## src/sv/cfd_pkg.sv

```systemverilog
// ---------------------------------------------------------------------------
// cfd_pkg: shared types and constants for capture_frequency_discipline
// Field widths, status codes, register indexes and the controller/datapath
// command and status bundles.
// ---------------------------------------------------------------------------
package cfd_pkg;

	localparam int CNT_W  = 16;   // capture counter width
	localparam int FREQ_W = 32;   // tuning word width
	localparam int CFG_W  = 32;   // config data width
	localparam int IDX_W  = 2;    // config register index width
	localparam int STS_W  = 2;    // result status width

	// Result status codes
	localparam logic [STS_W-1:0] ST_PRIMED = 2'd0;
	localparam logic [STS_W-1:0] ST_REJECT = 2'd1;
	localparam logic [STS_W-1:0] ST_UPDATE = 2'd2;

	// Config register indexes
	localparam logic [IDX_W-1:0] REG_START = 2'd0;
	localparam logic [IDX_W-1:0] REG_HIGH  = 2'd1;
	localparam logic [IDX_W-1:0] REG_LOW   = 2'd2;

	// Controller to datapath
	typedef struct packed {
		logic             load;       // capture word accepted
		logic             mul_first;  // word * interval factor
		logic             mul_second; // partial * phase factor
		logic             clamp;      // limit and store new word
		logic             emit;       // load output register
		logic [STS_W-1:0] code;       // status to emit
	} cmd_t;

	// Datapath to controller
	typedef struct packed {
		logic first;   // not yet primed
		logic reject;  // interval out of window
	} sts_t;

endpackage

```

## src/sv/cfd_ctrl.sv

```systemverilog
// ---------------------------------------------------------------------------
// cfd_ctrl: sequencing for capture_frequency_discipline
// Accepts one capture at a time, steps the shared multiplier twice for an
// update, then hands the result to the output register.
// ---------------------------------------------------------------------------
module cfd_ctrl (
	input  logic                clk,
	input  logic                arst_n,
	input  logic                s_tvalid,
	output logic                s_tready,
	output logic                m_tvalid,
	input  logic                m_tready,
	input  cfd_pkg::sts_t       sts,
	output cfd_pkg::cmd_t       cmd
);

	localparam logic [2:0] S_IDLE  = 3'd0;
	localparam logic [2:0] S_MUL1  = 3'd1;
	localparam logic [2:0] S_MUL2  = 3'd2;
	localparam logic [2:0] S_CLAMP = 3'd3;
	localparam logic [2:0] S_DONE  = 3'd4;

	logic [2:0]                state_q;
	logic [2:0]                state_d;
	logic [cfd_pkg::STS_W-1:0] code_q;
	logic                      out_valid_q;
	logic                      accept;
	logic                      emit;

	assign s_tready = (state_q == S_IDLE);
	assign accept   = s_tvalid && s_tready;
	assign emit     = (state_q == S_DONE) && (!out_valid_q || m_tready);
	assign m_tvalid = out_valid_q;

	// Next state
	always_comb begin
		state_d = state_q;
		case (state_q)
			S_IDLE: begin
				if (accept) begin
					if (sts.first || sts.reject) state_d = S_DONE;
					else                         state_d = S_MUL1;
				end
			end
			S_MUL1:  state_d = S_MUL2;
			S_MUL2:  state_d = S_CLAMP;
			S_CLAMP: state_d = S_DONE;
			S_DONE: begin
				if (emit) state_d = S_IDLE;
			end
			default: state_d = S_IDLE;
		endcase
	end

	// State, status code and output valid
	always_ff @(posedge clk or negedge arst_n) begin
		if (!arst_n) begin
			state_q     <= S_IDLE;
			code_q      <= cfd_pkg::ST_PRIMED;
			out_valid_q <= 1'b0;
		end else begin
			state_q <= state_d;
			if (accept) begin
				if (sts.first)       code_q <= cfd_pkg::ST_PRIMED;
				else if (sts.reject) code_q <= cfd_pkg::ST_REJECT;
				else                 code_q <= cfd_pkg::ST_UPDATE;
			end
			if (emit)          out_valid_q <= 1'b1;
			else if (m_tready) out_valid_q <= 1'b0;
		end
	end

	// Commands
	always_comb begin
		cmd.load       = accept;
		cmd.mul_first  = (state_q == S_MUL1);
		cmd.mul_second = (state_q == S_MUL2);
		cmd.clamp      = (state_q == S_CLAMP);
		cmd.emit       = emit;
		cmd.code       = code_q;
	end

endmodule

```

## src/sv/cfd_datapath.sv

```systemverilog
// ---------------------------------------------------------------------------
// cfd_datapath: arithmetic and state for capture_frequency_discipline
// Interval and phase factors, one shared multiplier used twice, limit clamp,
// config registers and the output word register.
// ---------------------------------------------------------------------------
module cfd_datapath #(
	parameter int PERIOD_SHIFT = 12
) (
	input  logic                        clk,
	input  logic                        arst_n,
	input  cfd_pkg::cmd_t               cmd,
	output cfd_pkg::sts_t               sts,
	input  logic [cfd_pkg::CNT_W-1:0]   capture,
	input  logic                        cfg_we,
	input  logic [cfd_pkg::IDX_W-1:0]   cfg_idx,
	input  logic [cfd_pkg::CFG_W-1:0]   cfg_wdata,
	output logic [cfd_pkg::STS_W-1:0]   out_status,
	output logic [cfd_pkg::FREQ_W-1:0]  out_word
);

	localparam int FW    = cfd_pkg::FREQ_W;
	localparam int CW    = cfd_pkg::CNT_W;
	localparam int SW    = PERIOD_SHIFT + 1;   // factor width, holds up to 1.5P
	localparam int AW    = FW + 1;             // first scaled word
	localparam int RW    = FW + 2;             // second scaled word
	localparam int PW    = AW + SW;            // product width
	localparam int TWO_P = 2 << PERIOD_SHIFT;
	localparam int HALF_P = 1 << (PERIOD_SHIFT - 1);

	logic              primed_q;
	logic [CW-1:0]     prev_q;
	logic [FW-1:0]     freq_q;
	logic [FW-1:0]     high_q;
	logic [FW-1:0]     low_q;
	logic [SW-1:0]     span_q;
	logic [SW-1:0]     phase_q;
	logic [PW-1:0]     prod_q;
	logic [cfd_pkg::STS_W-1:0] status_q;
	logic [FW-1:0]     word_q;

	logic [CW-1:0]     interval;
	logic [SW-1:0]     span;
	logic [SW-1:0]     phase;
	logic [SW-1:0]     low_ext;
	logic [AW-1:0]     mul_a;
	logic [SW-1:0]     mul_b;
	logic [RW-1:0]     scaled;
	logic [RW-1:0]     hi_cut;
	logic [RW-1:0]     clamped;

	// Interval window check, modulo counter width
	assign interval   = capture - prev_q;
	assign sts.first  = !primed_q;
	assign sts.reject = ({1'b0, interval} > (CW+1)'(TWO_P)) ||
	                    ({1'b0, interval} < (CW+1)'(HALF_P));

	// Interval factor 2P - interval, phase factor 2P - L (L lifted by P when low)
	assign span    = SW'(TWO_P) - interval[SW-1:0];
	assign low_ext = {~capture[PERIOD_SHIFT-1], capture[PERIOD_SHIFT-1:0]};
	assign phase   = SW'(TWO_P) - low_ext;

	// Shared multiplier operands
	assign mul_a = cmd.mul_second ? prod_q[PERIOD_SHIFT +: AW] : {1'b0, freq_q};
	assign mul_b = cmd.mul_second ? phase_q : span_q;

	// Clamp: high limit first, low limit second
	assign scaled  = prod_q[PERIOD_SHIFT +: RW];
	assign hi_cut  = (scaled > {2'b00, high_q}) ? {2'b00, high_q} : scaled;
	assign clamped = (hi_cut < {2'b00, low_q}) ? {2'b00, low_q} : hi_cut;

	// Control state and config registers
	always_ff @(posedge clk or negedge arst_n) begin
		if (!arst_n) begin
			primed_q <= 1'b0;
			prev_q   <= '0;
			freq_q   <= '0;
			high_q   <= '1;
			low_q    <= '0;
		end else begin
			if (cmd.load) begin
				primed_q <= 1'b1;
				prev_q   <= capture;
			end
			if (cmd.clamp) freq_q <= clamped[FW-1:0];
			if (cfg_we) begin
				case (cfg_idx)
					cfd_pkg::REG_START: freq_q <= cfg_wdata[FW-1:0];
					cfd_pkg::REG_HIGH:  high_q <= cfg_wdata[FW-1:0];
					cfd_pkg::REG_LOW:   low_q  <= cfg_wdata[FW-1:0];
					default: ;
				endcase
			end
		end
	end

	// Factor, product and output registers
	always_ff @(posedge clk) begin
		if (cmd.load) begin
			span_q  <= span;
			phase_q <= phase;
		end
		if (cmd.mul_first || cmd.mul_second) prod_q <= PW'(mul_a) * PW'(mul_b);
		if (cmd.emit) begin
			status_q <= cmd.code;
			word_q   <= freq_q;
		end
	end

	assign out_status = status_q;
	assign out_word   = word_q;

endmodule

```

## src/sv/capture_frequency_discipline.sv

```systemverilog
// ---------------------------------------------------------------------------
// capture_frequency_discipline: frequency word correction from timer captures
// Top level: stream ports, config write channel, controller and datapath.
// ---------------------------------------------------------------------------
// One 16-bit capture word per frame event goes in, one result word comes out:
// tuser carries the status (primed, rejected, updated) and tdata the tuning
// word after the step. The first capture after reset only primes the stored
// capture; a rejected or primed capture goes from accept straight to the done
// state, while an update first takes two passes through one shared multiplier
// and a clamp step. Captures are handled one at a time; a new capture is accepted
// while the previous result still waits in the output register. Writing the
// start frequency register loads the tuning word at once; write config only
// while no capture is in flight.
module capture_frequency_discipline #(
	parameter int PERIOD_SHIFT = 12
) (
	input  logic                        clk,
	input  logic                        arst_n,
	// Input stream
	input  logic                        s_tvalid,
	output logic                        s_tready,
	input  logic [15:0]                 s_tdata,   // [15:0] capture_value
	// Output stream
	output logic                        m_tvalid,
	input  logic                        m_tready,
	output logic [31:0]                 m_tdata,   // [31:0] frequency_word
	output logic [1:0]                  m_tuser,   // [1:0] status
	// Config write channel
	input  logic                        cfg_valid,
	output logic                        cfg_ready,
	input  logic [cfd_pkg::IDX_W-1:0]   cfg_index,
	input  logic [cfd_pkg::CFG_W-1:0]   cfg_data
);

	cfd_pkg::cmd_t cmd;
	cfd_pkg::sts_t sts;
	logic          cfg_we;

	assign cfg_ready = 1'b1;
	assign cfg_we    = cfg_valid && cfg_ready;

	cfd_ctrl u_ctrl (
		.clk      (clk),
		.arst_n   (arst_n),
		.s_tvalid (s_tvalid),
		.s_tready (s_tready),
		.m_tvalid (m_tvalid),
		.m_tready (m_tready),
		.sts      (sts),
		.cmd      (cmd)
	);

	cfd_datapath #(
		.PERIOD_SHIFT (PERIOD_SHIFT)
	) u_datapath (
		.clk        (clk),
		.arst_n     (arst_n),
		.cmd        (cmd),
		.sts        (sts),
		.capture    (s_tdata),
		.cfg_we     (cfg_we),
		.cfg_idx    (cfg_index),
		.cfg_wdata  (cfg_data),
		.out_status (m_tuser),
		.out_word   (m_tdata)
	);

`ifndef SYNTHESIS
	// One capture at a time: intake closes right after an accept
	a_single_item: assert property (@(posedge clk) disable iff (!arst_n)
		s_tvalid && s_tready |=> !s_tready)
		else $error("capture accepted while another is in flight");

	// Status code is always one of the three defined codes
	a_status_code: assert property (@(posedge clk) disable iff (!arst_n)
		m_tvalid |-> (m_tuser == cfd_pkg::ST_PRIMED || m_tuser == cfd_pkg::ST_REJECT ||
		              m_tuser == cfd_pkg::ST_UPDATE))
		else $error("undefined status code on output");

	// An updated word respects the high limit unless forced up to the low limit
	a_clamp: assert property (@(posedge clk) disable iff (!arst_n)
		m_tvalid && (m_tuser == cfd_pkg::ST_UPDATE) |->
		(m_tdata <= u_datapath.high_q) || (m_tdata == u_datapath.low_q))
		else $error("updated word outside limits");
`endif

endmodule
```

## config.mk

```make
export PLATFORM = sky130hd
export DESIGN_NAME = capture_frequency_discipline
export DESIGN_NICKNAME = d
export VERILOG_FILES = /design/src/sv/cfd_pkg.sv /design/src/sv/cfd_ctrl.sv /design/src/sv/cfd_datapath.sv /design/src/sv/capture_frequency_discipline.sv
export SDC_FILE = /design/constraint.sdc
export NUM_CORES = 1
export LEC_CHECK = 0
export BUFFER_PORTS_ARGS = -buffer_cell sky130_fd_sc_hd__buf_4
export CAP_MARGIN = 10
export CELL_PAD_IN_SITES_DETAIL_PLACEMENT = 1
export CELL_PAD_IN_SITES_GLOBAL_PLACEMENT = 2
export CORE_ASPECT_RATIO = 0.9
export CORE_MARGIN = 2
export CORE_UTILIZATION = 38
export DETAILED_ROUTE_END_ITERATION = 8
export HOLD_SLACK_MARGIN = 0.12
export PLACE_DENSITY = 0.74
export RECOVER_POWER = 50
export SETUP_SLACK_MARGIN = 0.4
export SYNTH_ARGS = -nofsm -noshare
export SYNTH_HDL_FRONTEND = slang
export SYNTH_SLANG_ARGS = --single-unit
```

## constraint.sdc

```tcl
create_clock -name clk -period 7.4 [get_ports clk]
set_input_delay 0.37 -clock clk [delete_from_list [all_inputs] [get_ports clk]]
set_output_delay 0.37 -clock clk [all_outputs]
set_load 0.05 [all_outputs]
```

==> flow_summary.yaml, run 1 <==
detailed_routing:
  final_antenna_net_count: 0
  dr_total_vias: 19804
  wl_met3_um: 5380
  drt_iter0_markers: 1303
  via_per_inst: 5.37
  drtPass1Iterations: 9
  drt_wl_total_um: 90100
  drc: 0
  met2_length_um: 42900
  wl_per_cell_um: 24.4
  drt-met1-wl_um: 38300
  highest_layer: "met4"
synth:
  syn_area_per_cell_um2: 9.82
  ys_seq_area_share_pct: 23.7
  yosys_warnings: 0
  synth_edf_count: 94
  synthArstFlopShare_pct: 55.9
  ys.flop_type: "edfxtp_1"
  synth.distinct_cells: 69
  synth_nets: 3070
  synth_seq_cells: 213
  syn_area_mm2: 0.0246
  syn_inst: 2507
cts:
  max-clock-path-buffers: 3
  clock_sinks: 213
  root_buffer: "clkbuf_16"
  insertion_delay_ns: 0.55
  cts_buffers: 24
  cts_htree_levels: 1
  cts.clk_slew.worst_paths_ns: 0.07
  cts_tree: "yes"
layout:
  fin_nets: 3377
  synthToLayoutAreaGrowth_pct: 21.8
  drive_gt1_share_pct: 20.2
  final_cell_mix: "458 x inv_1, 338 x fa_1, 279 x nand2_1, 214 x buf_4, 207 x nor2_1"
  n_fill_cell: 7172
  final_common_cell: "inv_1"
timing:
  finClkSkew_ns: 0.0177
  hold_viol: 0
  min_period_ns: 7.17
  drv_slew: 211
  period_share_pct: 96.9
  slew_headroom_pct: -85.1
  fin_tns_setup_ns: 0
  fmax_ghz: 0.140
  tightest_slew_ns: 2.78
  rsz0062_at_grt: "true"
  setup_viol: 0
critical_path:
  cp_slowest_cell: "fa_1"
  cp-start-kind: "register"
  crit_family: "adder cells"
  max_stage_delay_ns: 0.56
  cp-end-kind: "register"
  required_ns: 7.69
  path_max_fanout: 8
  path_buf_inv: 10
  path_common_cell: "fa_1"
  crit_arrival_ns: 7.46
  worstSetupPathType: "register to register"
grt:
  antenna_found_initial: 2
  grt_pass1_vias: 21843
  grt_first_pass_wirelength_um: 136000
  grt_usage_pct: 27.0
  grt_max_degree: 74
  overflow: 0
placement:
  gp_congestion: 0.939
  portBuffers: 90
  dp_hpwl_um: 69900
die:
  rows: 88
  ioPinCount: 92
  dieWidth_um: 272
  die_h_um: 245
  start_util_pct: 38.4
  core_area_mm2: 0.0641
  die_area_mm2: 0.0668
job:
  cap_viol_max_count: 5
outcome:
  status: "complete, but fails checks"
  violations: "capacitance limit, slew limit"
hold_path:
  hp-class: "input pin to register"
[synth_stat cells, drive strengths merged, types with 4 or more instances]
library cell / instances / area [um^2]
a21oi: 64 / 320
dfstp: 32 / 841
a31oi: 6 / 37.5
fa: 341 / 6830
o211ai: 8 / 60.1
a211o: 4 / 35.0
xor2: 24 / 210
mux2: 142 / 1600
dfrtp: 87 / 2180
o21bai: 6 / 45.0
a2111oi: 4 / 35.0
o221ai: 4 / 35.0
a21o: 23 / 173
xnor2: 41 / 359
inv: 468 / 1760
edfxtp: 94 / 2820
clkbuf: 65 / 244
nand2b: 13 / 81.3
nor3: 13 / 65.1
or4: 5 / 37.5
a222oi: 31 / 310
a211oi: 13 / 97.6
mux2i: 78 / 781
nand4: 13 / 81.3
and4: 5 / 43.8
nand3: 27 / 140
a221oi: 4 / 35.0
o21a: 4 / 30.0
o21ai: 83 / 415
and2: 38 / 238
and3: 15 / 93.8
buf: 14 / 70.1
ha: 167 / 2090
nor2: 220 / 826
or3: 5 / 31.3
o31ai: 5 / 37.5
nor4: 11 / 68.8
nand2: 285 / 1070
[worst min-delay path, delay by kind of cell]
kind,cells,cell delay [ns]
simple gates,1,0.10
buf+inv,1,0.11
compound gates,1,0.09
[worst paths after layout]
path | to | depth (start not counted) | slack [ns] | start
max in group asynchronous | u_datapath.freq_q[2] | 3 | 3.95 | arst_n
setup reg to reg | u_datapath.prod_q[36] | 28 | 0.23 | u_ctrl.state_q[2]
hold / removal | u_ctrl.state_q[0] | 3 | 0.16 | s_tvalid
setup / recovery | u_datapath.prod_q[36] | 28 | 0.23 | u_ctrl.state_q[2]
hold reg to reg | u_datapath.out_status[1] | 0 | 0.45 | u_ctrl.code_q[1]
min in group asynchronous | u_datapath.prev_q[13] | 2 | 1.24 | arst_n
[metrics by stage]
stage | hold WS, ns | worst slack, ns | util, % | cells | instance area (um^2)
global route | 0.163 | 0.0927 | 46.8 | 3687 | 30000
global placement | 0.421 | -0.168 | 42.9 | 3532 | 27500
detailed placement | 0.435 | -0.236 | 42.9 | 3532 | 27500
CTS | 0.138 | 0.214 | 46.1 | 3666 | 29600
floorplan | 0.0744 | 0.405 | - | 2507 | 24700
finish | 0.164 | 0.232 | 46.8 | 3688 | 30000
[per-layer routing]
layer / GRT usage, % / vias to the layer above
met3: 4.60 / 150
met4: 9.42 / 0
met1: 35.6 / 10246
met2: 44.9 / 630
met5: 0 / -
li1: - / 8778
[state kept, by name, summed over array words and instances, names as in the netlist]
signal,count
u_ctrl.code_q,2
u_ctrl.m_tvalid,1
u_ctrl.state_q,3
u_datapath.freq_q,32
u_datapath.high_q,32
u_datapath.low_q,32
u_datapath.out_status,2
u_datapath.out_word,32
u_datapath.phase_q,13
u_datapath.prev_q,16
u_datapath.primed_q,1
u_datapath.prod_q,34
u_datapath.span_q,13
[what timing repair did]
action	CTS	global route
gates cloned	6	4
endpoints found under the hold margin	141	0
gates resized for setup	67	87
endpoints found under the setup margin	25	24
setup buffers	34	17
hold buffers	50	0
pin swaps	11	30
[layout make-up]
class	count	area, um^2	area share, %
Antenna cell	1	2.50	0.00834
Clock buffer	30	664	2.22
Inverter	468	1760	5.86
Tap cell	855	1070	3.57
Multi-Input combinational cell	1749	17400	58.1
Sequential cell	213	5840	19.5
Clock inverter	14	120	0.400
Timing Repair Buffer	358	3120	10.4
[kinds of logic (layout without fill, tap and decap cells)]
family,Yosys count,count (layout),synth area share [%]
other,1,2,0.0152
xor gates and xnor gates,65,65,2.31
DFF,213,213,23.7
buffers and inverters,547,870,8.41
AOI/OAI and AO/OA,284,284,7.77
and+or+nand+nor,669,669,11.9
muxes,220,222,9.67
adders and majority gates,508,508,36.2
Power of run 1 is not shown: default switching activity piles up to over one toggle a cycle in this logic, so the estimate is an artifact.
==> inputs of run 2 (changes only) <==
--- a/config.mk
+++ b/config.mk
@@ -5,13 +5,14 @@
 export SDC_FILE = /design/constraint.sdc
 export NUM_CORES = 1
 export LEC_CHECK = 0
+export ABC_AREA = 1
 export BUFFER_PORTS_ARGS = -buffer_cell sky130_fd_sc_hd__buf_4
 export CAP_MARGIN = 10
 export CELL_PAD_IN_SITES_DETAIL_PLACEMENT = 1
 export CELL_PAD_IN_SITES_GLOBAL_PLACEMENT = 2
 export CORE_ASPECT_RATIO = 0.9
 export CORE_MARGIN = 2
-export CORE_UTILIZATION = 38
+export CORE_UTILIZATION = 35
 export DETAILED_ROUTE_END_ITERATION = 8
 export HOLD_SLACK_MARGIN = 0.12
 export PLACE_DENSITY = 0.74
==> run 2 against run 1 <==
Effect of this change: the flow still finishes with violations (capacitance limit, slew limit); first-iteration DRC count is 6.1% higher; flip-flop and latch count stayed put; synthesized cell count is 27% higher; sequential share of layout area is 0.81 points higher; largest cell class unchanged; clock skew is 0.00072 ns higher; non-clock buffer count is 121 lower; final cell count is 17% higher; fmax is 3.5% higher; final area is 4.0% lower; synthesized area is 2.4% higher; via count is 9.4% higher; critical path depth is 3 lower.
==> flow_summary.yaml, run 2 <==
detailed_routing:
  final_antenna_net_count: 0
  dr_total_vias: 21669
  drt_iter0_markers: 1382
  wl_per_cell_um: 21.7
  drt_wl_total_um: 93700
  drc: 0
  via_per_inst: 5.02
  drtPass1Iterations: 5
critical_path:
  rrSetupSlack_ns: 0.47
  cp-start-kind: "register"
  required_ns: 7.69
  path_common_cell: "fa_1"
  cp_slowest_cell: "dfrtp_1"
  crit_arrival_ns: 7.21
  cp-end-kind: "register"
  worstSetupPathType: "register to register"
  max_stage_delay_ns: 0.60
  path_max_fanout: 18
placement:
  portBuffers: 90
  dp_hpwl_um: 76200
  gp_congestion: 0.945
cts:
  max-clock-path-buffers: 3
  insertion_delay_ns: 0.53
  cts_buffers: 23
  root_buffer: "clkbuf_16"
  cts_htree_levels: 1
  cts.clk_slew.worst_paths_ns: 0.07
  cts_tree: "yes"
  clock_sinks: 213
layout:
  fin_nets: 3917
  largest_reg_flops: 34
  drive_gt1_share_pct: 8.16
  final_cell_mix: "732 x inv_1, 709 x nand2_1, 341 x fa_1, 316 x nor2_1, 165 x ha_1"
  synthToLayoutAreaGrowth_pct: 14.2
  diodes: 0
  final_common_cell: "inv_1"
  top_register: "u_datapath.prod_q"
  final_util_pct: 40.3
synth:
  synth.distinct_cells: 54
  syn_inst: 3174
  yosysTopAreaCellShare_pct: 27.1
  synth_seq_cells: 213
  ys_seq_area_share_pct: 23.2
  netlist_top_cells_area: "fa_1 27%, edfxtp_1 11%, inv_1 11%"
  yosys_warnings: 0
  synth_nets: 3737
  ys.flop_type: "edfxtp_1"
  synth_commonest_cells: "736 x inv_1, 709 x nand2_1, 341 x fa_1, 324 x nor2_1, 167 x ha_1"
  synth_area_leader_cell: "fa_1"
  yosysMostFrequentCell: "inv_1"
  synth_edf_count: 94
  syn_area_mm2: 0.0252
  synthArstFlopShare_pct: 55.9
  syn_area_per_cell_um2: 7.94
grt:
  grt_first_pass_wirelength_um: 144000
  grt_usage_pct: 25.6
  overflow: 0
  grt_pass1_vias: 23590
  grt_max_degree: 73
  antenna_found_initial: 0
job:
  cap_viol_max_count: 5
timing:
  period_share_pct: 93.6
  whs_ns: 0.141
  tightest_slew_ns: 2.88
  fmax_ghz: 0.144
  slew_headroom_pct: -91.8
  drv_slew: 279
  min_period_ns: 6.93
  setup_viol: 0
  finClkSkew_ns: 0.0184
  rsz0062_at_grt: "true"
  hold_viol: 0
die:
  die_h_um: 259
  rows: 93
  start_util_pct: 35.3
  ioPinCount: 92
  dieWidth_um: 287
  core_area_mm2: 0.0714
  die_area_mm2: 0.0742
outcome:
  violations: "capacitance limit, slew limit"
  status: "complete, but fails checks"
hold_path:
  hp-class: "input pin to register"
==> run 2: changes by cell type in the layout (fill, tap and decap cells not counted), sizes merged, moves of 82 or more <==
cell	previous run	this run
mux2	144	0
nand2	285	718
o21ai	83	191
inv	470	737
buf	256	144
nand3	27	109
nor2	220	326
==> run 2: critical path, delay by kind of cell (launching register included) <==
kind,cells,cell delay [ns]
buffers and inverters,7,1.13
flip-flops,1,0.60
AO/OA/AOI/OAI,5,1.19
AND/OR/NAND/NOR,7,0.82
adder cells (fa/ha/maj),6,2.92
==> run 2: layout make-up <==
type | instances | area [um^2]
multi-input combinational | 2135 | 16400
clock inverter | 12 | 97.6
timing repair buffer | 237 | 1850
inverter | 744 | 2810
clock buffer | 29 | 629
sequential | 213 | 5840
tap | 950 | 1190
fill | 8727 | 42700
==> run 2: stage by stage <==
step	instances	setup TNS [ns]	setup WS, ns	instance area [um^2]
3_5_place_dp	4220	-0.0480	-0.0467	27500
4_1_cts	4309	0	0.395	28700
3_3_place_gp	4220	0	0.0455	27500
2_1_floorplan	3174	0	1.24	25200
5_1_grt	4320	0	0.231	28800
6_report	4320	0	0.474	28800
==> run 2: path summary, 6_finish.rpt <==
path | from | to | depth (start not counted)
worst max register to register | u_ctrl.state_q[2] | u_datapath.prod_q[39] | 25
worst max-delay path | u_ctrl.state_q[2] | u_datapath.prod_q[39] | 25
worst min register to register | u_ctrl.code_q[0] | u_datapath.out_status[0] | 0
max in group asynchronous | arst_n | u_datapath.freq_q[27] | 3
min in group asynchronous | arst_n | u_datapath.prev_q[13] | 2
worst min-delay path | cfg_data[0] | u_datapath.high_q[0] | 3
==> run 2: layer usage <==
metal	global-route usage (%)	part of all wire, %
met1	36.1	46
met3	2.64	4.7
met5	0	0
met4	5.34	2.2
met2	42.6	47
==> run 2: cell families (layout without fill, tap and decap cells) <==
family	after synthesis	count (layout)	synth area share, %
compound gates	368	368	7.89
flops	213	213	23.2
simple gates	1195	1195	19.0
fa+ha+maj	508	508	35.4
xor+xnor	63	63	2.19
buf+inv	826	1022	12.4
other cells	1	1	0.0149
==> run 2: what timing repair did <==
item / 4_1_cts / 5_1_grt
cloned: 0 / 1
setup endpoints to repair: 19 / 22
buffers inserted: 0 / 9
hold buffers: 48 / 0
endpoints found under the hold margin: 106 / 0
gates resized for setup: 2 / 34
pin swaps: 0 / 0
Power of run 2 is left out for the same reason.
==> inputs of run 3 (changes only) <==
--- a/config.mk
+++ b/config.mk
@@ -11,7 +11,7 @@
 export CELL_PAD_IN_SITES_DETAIL_PLACEMENT = 1
 export CELL_PAD_IN_SITES_GLOBAL_PLACEMENT = 2
 export CORE_ASPECT_RATIO = 0.9
-export CORE_MARGIN = 2
+export CORE_MARGIN = 1.5
 export CORE_UTILIZATION = 35
 export DETAILED_ROUTE_END_ITERATION = 8
 export HOLD_SLACK_MARGIN = 0.12
==> run 3 against run 2 <==
Effect of this change: the run still ends with capacitance limit, slew limit left; die area decreased by 0.73%; clock skew is 0.00080 ns higher; clock-buffer cell count rose by 1; worst setup slack gained 0.071 ns.
==> flow_summary.yaml, run 3 (synthesized netlist as in run 2, its figures left out) <==
layout:
  synthToLayoutAreaGrowth_pct: 13.9
  fin_nets: 3904
  final_cell_mix: "730 x inv_1, 706 x nand2_1, 341 x fa_1, 319 x nor2_1, 165 x ha_1"
  final_common_cell: "inv_1"
  drive_gt1_share_pct: 7.77
  top_register: "u_datapath.prod_q"
  largest_reg_flops: 34
  diodes: 0
  final_util_pct: 40.2
grt:
  grt_pass1_vias: 23294
  antenna_found_initial: 1
  grt_max_degree: 70
  overflow: 0
  grt_usage_pct: 25.8
  grt_first_pass_wirelength_um: 143000
cts:
  root_buffer: "clkbuf_16"
  cts_htree_levels: 1
  cts_tree: "yes"
  cts.clk_slew.worst_paths_ns: 0.07
  clock_sinks: 213
  max-clock-path-buffers: 3
  cts_buffers: 23
  insertion_delay_ns: 0.54
detailed_routing:
  drt_wl_total_um: 94200
  dr_total_vias: 21311
  drc: 0
  drtPass1Iterations: 6
  final_antenna_net_count: 0
  via_per_inst: 4.95
  wl_per_cell_um: 21.9
  drt_iter0_markers: 1317
outcome:
  status: "complete, but fails checks"
  violations: "capacitance limit, slew limit"
hold_path:
  hp-class: "input pin to register"
timing:
  min_period_ns: 6.86
  setup_viol: 0
  tightest_slew_ns: 3.00
  finClkSkew_ns: 0.0192
  hold_viol: 0
  rsz0062_at_grt: "true"
  period_share_pct: 92.6
  drv_slew: 271
  fmax_ghz: 0.146
  slew_headroom_pct: -100
critical_path:
  path_max_fanout: 36
  cp-end-kind: "register"
  rrSetupSlack_ns: 0.54
  crit_arrival_ns: 7.14
  worstSetupPathType: "register to register"
  crit_path_start: "u_ctrl.state_q[2]"
  reg2reg_to: "u_datapath.prod_q[30]"
  cp-start-kind: "register"
  max_stage_delay_ns: 0.57
  crit_family: "adder cells"
  path_common_cell: "fa_1"
  r2r_start: "u_ctrl.state_q[2]"
  required_ns: 7.69
  path_depth: 27
  cp_slowest_cell: "dfrtp_1"
  crit_path_end: "u_datapath.prod_q[30]"
  path_buf_inv: 8
  r2r_cells: 27
die:
  start_util_pct: 35.3
  die_h_um: 258
  core_area_mm2: 0.0714
  ioPinCount: 92
  die_area_mm2: 0.0736
  dieWidth_um: 286
  rows: 93
job:
  cap_viol_max_count: 5
placement:
  portBuffers: 90
  dp_hpwl_um: 77400
  gp_congestion: 0.941
## run 3: cell types whose count changed in the layout (fill, tap and decap cells not counted), sizes merged
| cell | delta |
|---|---|
| clkinv | -1 |
| clkinvlp | -2 |
| buf | -13 |
| dlygate4sd3 | +2 |
| bufinv | +2 |
| clkbuf | -1 |
## run 3: through the flow
stage                     cells  setup slack (ns)  hold slack [ns]  cell area [um^2]  TNS (ns)
after global routing       4307             0.261            0.301             28700         0
after detailed placement   4211            -0.133            0.436             27500    -0.208
after global placement     4211            -0.117            0.443             27500    -0.195
final                      4307             0.545            0.207             28700         0
after CTS                  4302             0.400            0.198             28700         0
after floorplan            3174              1.24           0.0744             25200         0
## run 3: repair_timing
item                                    CTS  global route
buffers inserted                          0             5
resized for setup                         5            30
endpoints found under the setup margin   15            13
hold endpoints to repair                126             0
hold buffers                             50             0
## run 3: layout make-up
| type | instances | area (um^2) |
|---|---|---|
| Fill cell | 8705 | 42700 |
| Multi-Input combinational cell | 2135 | 16400 |
| Sequential cell | 213 | 5840 |
| Inverter | 744 | 2810 |
| Timing Repair Buffer | 224 | 1750 |
| Tap cell | 950 | 1190 |
| Clock buffer | 30 | 622 |
| Clock inverter | 11 | 131 |
## run 3: how the worst min path moves through the flow
stage,to,from,depth (start not counted)
floorplan,u_ctrl.code_q[0],arst_n,0
global placement,u_datapath.out_status[1],u_ctrl.code_q[1],0
detailed placement,u_datapath.out_status[1],u_ctrl.code_q[1],0
CTS,u_ctrl.state_q[0],s_tvalid,3
global route,u_ctrl.state_q[0],s_tvalid,3
finish,u_ctrl.state_q[0],s_tvalid,3
## run 3: tightest hold or removal path, cell delays in order
cell	delay, ns
buf_4	0.09
o21ai_0	0.11
a21oi_1	0.12
## run 3: layer usage
layer | part of all wire, % | global-route usage [%] | wire [um] | vias up
met5 | 0 | 0 | 0 | -
met4 | 2.9 | 6.89 | 2760 | 0
met3 | 5.0 | 3.60 | 4710 | 113
met2 | 46 | 41.8 | 43300 | 497
met1 | 46 | 36.3 | 43400 | 10787
li1 | - | - | - | 9914
Power of run 3 is left out for the same reason.
